File: config.mk
export PLATFORM = sky130hd
export DESIGN_NAME = tsl_ctrl
export DESIGN_NICKNAME = d
export VERILOG_FILES = /design/src/design/tsl_pkg.sv /design/src/design/tsl_ctrl.sv
export SDC_FILE = /design/constraint.sdc
export NUM_CORES = 1
export LEC_CHECK = 0
export ABC_AREA = 1
export ABC_CLOCK_PERIOD_IN_PS = 2300
export BUFFER_PORTS_ARGS = -buffer_cell sky130_fd_sc_hd__buf_2
export CORE_AREA = 2 2 39 41
export CTS_BUF_LIST = sky130_fd_sc_hd__clkbuf_16
export DETAILED_ROUTE_END_ITERATION = 8
export DIE_AREA = 0 0 41 43
export SYNTH_ARGS = -nofsm -noshare
export SYNTH_HDL_FRONTEND = slang
export SYNTH_SLANG_ARGS = --single-unit
File: constraint.sdc
create_clock -name i_clk -period 2.3 [get_ports i_clk]
set_input_delay 0.345 -clock i_clk [delete_from_list [all_inputs] [get_ports i_clk]]
set_output_delay 0.345 -clock i_clk [all_outputs]
set_load 0.01 [all_outputs]
File: src/design/tsl_pkg.sv
// ----------------------------------------------------------------------------
// tsl_pkg
// Shared types and constants of the two-level sorted tag lookup.
// ----------------------------------------------------------------------------
package tsl_pkg;

    // field widths of the stream payloads
    localparam int SLOT_W    = 10;
    localparam int ID_W      = 16;
    localparam int START_W   = 10;
    localparam int COUNT_W   = 11;
    localparam int VALUE_W   = 32;
    localparam int IDX_W     = 10;
    localparam int ACTION_W  = 2;
    localparam int S_TDATA_W = 80;
    localparam int M_TDATA_W = 16;

    // configuration port
    localparam int CFG_W      = 5;
    localparam int APB_DATA_W = 32;
    localparam int APB_ADDR_W = 3;
    localparam logic CFG_IDX_COUNT = 1'b0;

    typedef enum logic [ACTION_W-1:0] {
        ACT_WR_REG     = 2'd0,
        ACT_WR_TAG     = 2'd1,
        ACT_FIND_FIRST = 2'd2,
        ACT_FIND_EXACT = 2'd3
    } t_action;

    typedef enum logic [2:0] {
        ST_IDLE,
        ST_DISPATCH,
        ST_REG_ISSUE,
        ST_REG_CMP,
        ST_TAG_ISSUE,
        ST_TAG_CMP,
        ST_DONE
    } t_state;

    typedef struct packed {
        logic [ID_W-1:0]    id;
        logic [START_W-1:0] start;
        logic [COUNT_W-1:0] count;
    } t_reg_entry;

    // controller to datapath
    typedef struct packed {
        logic load;
        logic wr_reg;
        logic wr_tag;
        logic reg_init;
        logic reg_read;
        logic tag_init;
        logic tag_read;
        logic lo_up;
        logic hi_dn;
        logic hit_first;
        logic hit_exact;
        logic miss;
        logic out_load;
    } t_cmd;

    // datapath to controller
    typedef struct packed {
        t_action action;
        logic    range_empty;
        logic    reg_eq;
        logic    reg_lt;
        logic    cnt_zero;
        logic    tag_eq;
        logic    tag_lt;
        logic    out_busy;
    } t_status;

endpackage

File: src/design/tsl_ctrl.sv
// ----------------------------------------------------------------------------
// tsl_ctrl
// Sequencer of the lookup: dispatches writes and steps both binary searches.
// ----------------------------------------------------------------------------
module tsl_ctrl (
    input  logic             i_clk,
    input  logic             i_rst_n,
    input  logic             i_s_tvalid,
    output logic             o_s_tready,
    input  tsl_pkg::t_status i_status,
    output tsl_pkg::t_cmd    o_cmd
);

    tsl_pkg::t_state r_state;
    tsl_pkg::t_state n_state;

    always_ff @(posedge i_clk) begin
        if (!i_rst_n) begin
            r_state <= tsl_pkg::ST_IDLE;
        end else begin
            r_state <= n_state;
        end
    end

    always_comb begin
        n_state    = r_state;
        o_cmd      = '0;
        o_s_tready = 1'b0;
        unique case (r_state)
            tsl_pkg::ST_IDLE: begin
                o_s_tready = 1'b1;
                if (i_s_tvalid) begin
                    o_cmd.load = 1'b1;
                    n_state    = tsl_pkg::ST_DISPATCH;
                end
            end
            tsl_pkg::ST_DISPATCH: begin
                unique case (i_status.action)
                    tsl_pkg::ACT_WR_REG: begin
                        o_cmd.wr_reg = 1'b1;
                        n_state      = tsl_pkg::ST_IDLE;
                    end
                    tsl_pkg::ACT_WR_TAG: begin
                        o_cmd.wr_tag = 1'b1;
                        n_state      = tsl_pkg::ST_IDLE;
                    end
                    tsl_pkg::ACT_FIND_FIRST, tsl_pkg::ACT_FIND_EXACT: begin
                        o_cmd.reg_init = 1'b1;
                        n_state        = tsl_pkg::ST_REG_ISSUE;
                    end
                endcase
            end
            tsl_pkg::ST_REG_ISSUE: begin
                if (i_status.range_empty) begin
                    o_cmd.miss = 1'b1;
                    n_state    = tsl_pkg::ST_DONE;
                end else begin
                    o_cmd.reg_read = 1'b1;
                    n_state        = tsl_pkg::ST_REG_CMP;
                end
            end
            tsl_pkg::ST_REG_CMP: begin
                priority if (i_status.reg_eq && i_status.cnt_zero) begin
                    o_cmd.miss = 1'b1;
                    n_state    = tsl_pkg::ST_DONE;
                end else if (i_status.reg_eq &&
                             i_status.action == tsl_pkg::ACT_FIND_FIRST) begin
                    o_cmd.hit_first = 1'b1;
                    n_state         = tsl_pkg::ST_DONE;
                end else if (i_status.reg_eq) begin
                    o_cmd.tag_init = 1'b1;
                    n_state        = tsl_pkg::ST_TAG_ISSUE;
                end else if (i_status.reg_lt) begin
                    o_cmd.lo_up = 1'b1;
                    n_state     = tsl_pkg::ST_REG_ISSUE;
                end else begin
                    o_cmd.hi_dn = 1'b1;
                    n_state     = tsl_pkg::ST_REG_ISSUE;
                end
            end
            tsl_pkg::ST_TAG_ISSUE: begin
                if (i_status.range_empty) begin
                    o_cmd.miss = 1'b1;
                    n_state    = tsl_pkg::ST_DONE;
                end else begin
                    o_cmd.tag_read = 1'b1;
                    n_state        = tsl_pkg::ST_TAG_CMP;
                end
            end
            tsl_pkg::ST_TAG_CMP: begin
                priority if (i_status.tag_eq) begin
                    o_cmd.hit_exact = 1'b1;
                    n_state         = tsl_pkg::ST_DONE;
                end else if (i_status.tag_lt) begin
                    o_cmd.lo_up = 1'b1;
                    n_state     = tsl_pkg::ST_TAG_ISSUE;
                end else begin
                    o_cmd.hi_dn = 1'b1;
                    n_state     = tsl_pkg::ST_TAG_ISSUE;
                end
            end
            tsl_pkg::ST_DONE: begin
                // hold the result until the output register frees up
                if (!i_status.out_busy) begin
                    o_cmd.out_load = 1'b1;
                    n_state        = tsl_pkg::ST_IDLE;
                end
            end
            default: begin
                n_state = tsl_pkg::ST_IDLE;
            end
        endcase
    end

endmodule

* Word-level counts from Yosys, hierarchy flattened
Cells that the tools add are included.
Operators by class: eq/ne operators 11, multiplexer cells 42, reductions and logical operators 8
Operator list (count):
- 1-bit two-way mux | 25
- 3-bit two-way mux | 8
- 3-bit case mux with 7 select lines | 1
- 2-bit two-way mux | 5
- 3-bit equality test (second input constant) | 3
- 3-bit by 2-bit equality test with 1-bit output (second input constant) | 2
- 3-bit case mux with 2 select lines | 1
- 2-bit OR reduction | 3
- 2-bit equality test (second input constant) | 2
- 2-bit != test (second input constant) | 2
- 2-bit case mux with 2 select lines | 1
- 3-bit by 1-bit equality test with 1-bit output (second input constant) | 1
- 3-bit zero test | 1
- 2-bit by 1-bit equality test with 1-bit output (second input constant) | 1
- 1-bit logical AND | 2
- 2-bit zero test | 1
- 1-bit case mux with 2 select lines | 1
- 2-bit AND reduction | 1
Storage, ports and cells: bits in registers 3, output and inout port bits 14

* Logic depth before layout (Yosys ltp)
depth in word-level cells 5, depth in mapped cells 7, mapped depth without buffers 7

* Worst setup path after synthesis
No wires, ideal clock.
path type register to output, from register r_state[2], to output port o_cmd[7] (netlist bit), cell stages (with the launch flop) 6, buffers on the path 0, arrival time 927 ps, slack 1028 ps, cells stage by stage dfxtp_1 inv_2 nand3_1 inv_1 nand2_1 a21oi_1
RTL lines:
- start: declaration | line tsl_ctrl.sv:14 | tsl_pkg::t_state r_state;
- start signal: assignment | line tsl_ctrl.sv:19 | r_state <= tsl_pkg::ST_IDLE;
- start signal: assignment | line tsl_ctrl.sv:21 | r_state <= n_state;
- end: declaration | line tsl_ctrl.sv:11 | output tsl_pkg::t_cmd o_cmd

==> flow_summary.ini <==
[sta]
actual_transition_at_the_worst_max_transition_pin_ps = 233
min_period_ps = 1640
setup_ws_ps = 661
final_hold_viol_count = 0
post_route_fraction_of_the_period_consumed_by_the_critical_path_pct = 71.3
timing.max_slew.rel_slack_pct = 84.4
max_freq_ghz = 0.610
setup_failing_eps_final = 0
rsz0062_at_grt = false
timing.final.max_slew_violations = 0
fin_skew_ps = 0.0346
totalNegativeSetupSlack_ps = 0

[synth]
ys_ff_latch = 3
synth.cell_area_sq_um = 347
post_synthesis_cells = 62
average_footprint_of_a_synthesized_cell_sq_um = 5.59
yosys.cell_types.count = 16
synthesis.yosys.warnings = 0
postSynthNetCount = 74
synth.yosys.seq_area_share_pct = 17.3

[floorplanning]
floorplan.die.height_microns = 43
ioPinCount = 26
dieArea_sq_um = 1760
placement_rows = 14
placeable_core_region_sq_um = 1380
floorplan.initialDensity_pct = 25.0
die-width_microns = 41

[clock_network]
cts_buffer_depth = 2
ctsHoldBuffers = 0
clock_tree_from_tritoncts = done
htreeDepth = 1
cts_sinks = 3
post_cts_setup_buffer_count = 0
clk_pin_slew_worst_paths_ps = 30
worst_skew_pair.late_latency_ps = 220
numCtsBuffers = 3
clk_root_buffer_cell = sky130_fd_sc_hd__clkbuf_16
post_cts_resized = 0

[final_layout]
drive_gt1_share_pct = 38.5
final_cell_count_no_fill = 107
nets = 104
largest_register_ff_count = 3
filler_cell_count = 152
antenna_cells = 0
layout_top_registers = r_state (3)
multiInputGateArea_sq_um = 230
sequential_cell_area_sq_um = 60.1
top_library_cells_by_usage_in_the_layout_fill_and_taps_aside = 25 x sky130_fd_sc_hd__buf_2, 15 x sky130_fd_sc_hd__inv_1, 11 x sky130_fd_sc_hd__nand2_1, 8 x sky130_fd_sc_hd__nor2_1, 6 x sky130_fd_sc_hd__nand3_1
registers.top_by_ff_count = r_state
layout_commonest_cell = sky130_fd_sc_hd__buf_2
area_delta_synth_final_pct = 64.6

[setup_path]
reg2reg_slack_ps = 1200
critical_path_required_ps = 1960
start_kind = flip-flop
worst-path-max-fanout = 7
worst-setup-path-type = reg2out
worst_ep_arrival_time_ps = 1290
critical_path.endpoint_type = output pin

[detailed_routing]
routed_via_density = 4.51
drt_wl_total_microns = 952
antenna_violating_nets_post_route = 0
drc_errors = 0
drt_iter0_drc = 5
dr.pass1.iters = 2
wl_per_cell_microns = 8.90
dr_total_vias = 483

[global_route]
antenna_found_initial = 0
pin_count_of_the_biggest_net_entering_global_routing = 8
grt.total_usage_pct = 11.4
grt_pass1_vias = 368
overflow = 0
grt_first_pass_wirelength_microns = 1360

[placement]
dp.cells = 103
dp_slack_ps = 893
count_of_port_buffers_added_during_placement = 25
dp_hpwl_microns = 780
place.gp.congestion = 0.738

[pwr]
total_power_mw = 0.664
power_per_cell_area_nw_per_um2 = 1160
ir_worst_vdd_uv = 588
power.leakage_nw = 0.346

[run_status]
outcome = complete, no violations

[hold_path]
hold_class = in2reg

[run]
drv.max_cap_violation_count = 0
-- cells in the mapped netlist, drive strengths merged --
library cell / n / area [sq um]
nand3: 9 / 60.1
dfxtp: 3 / 60.1
o21ai: 4 / 20.0
nand2: 11 / 41.3
nor3b: 1 / 12.5
nand4: 3 / 18.8
o32ai: 1 / 8.76
nor4: 1 / 6.26
nor3: 2 / 10.0
a21oi: 2 / 10.0
nor2: 10 / 42.5
inv: 15 / 56.3
-- cell families after synthesis --
family | after synthesis | synth area share, %
and+or+nand+nor | 37 | 55.2
DFF | 3 | 17.3
buffers and inverters | 15 | 16.2
AOI/OAI and AO/OA | 7 | 11.2
-- final timing paths --
check / cells past startpoint / start / endpoint
setup reg to reg: 7 / r_state[1] / r_state[1]
hold / removal: 3 / i_rst_n / r_state[1]
hold reg to reg: 3 / r_state[1] / r_state[0]
setup / recovery: 6 / r_state[2] / o_cmd[4]
-- layout make-up --
type | instances | share of cell area, %
clock buffer | 3 | 13.2
multi-input combinational | 44 | 40.4
timing repair buffer | 25 | 21.9
tap | 16 | 3.51
sequential | 3 | 10.5
inverter | 15 | 9.87
clock inverter | 1 | 0.658
-- layer usage --
metal | wire [microns] | global-route usage (%)
met1 | 402 | 12.8
met2 | 481 | 17.5
met3 | 68 | 4.71
met4 | 0 | 6.00
met5 | 0 | 0
-- where the power goes --
part           leakage, nW  internal, mW  switching (mW)  total [mW]
Combinational        0.279         0.114           0.173       0.286
Sequential          0.0246        0.0744          0.0355       0.110
Clock               0.0423         0.224          0.0437       0.268
-- worst max-delay path: stages, from the launching register on --
cell and delay (ps):
sky130_fd_sc_hd__dfxtp_1 340, sky130_fd_sc_hd__inv_2 140, sky130_fd_sc_hd__nand3_1 100, sky130_fd_sc_hd__inv_1 140
sky130_fd_sc_hd__nand2_1 70, sky130_fd_sc_hd__o32ai_1 110, sky130_fd_sc_hd__buf_2 180
-- per-stage QoR --
stage	util, %	area [sq um]	hold slack, ps
floorplan	-	347	443
global placement	35.5	492	566
detailed placement	35.5	492	568
CTS	41.2	571	343
global route	41.2	571	349
finish	41.2	571	341
Power figures use the tool's default switching activity.
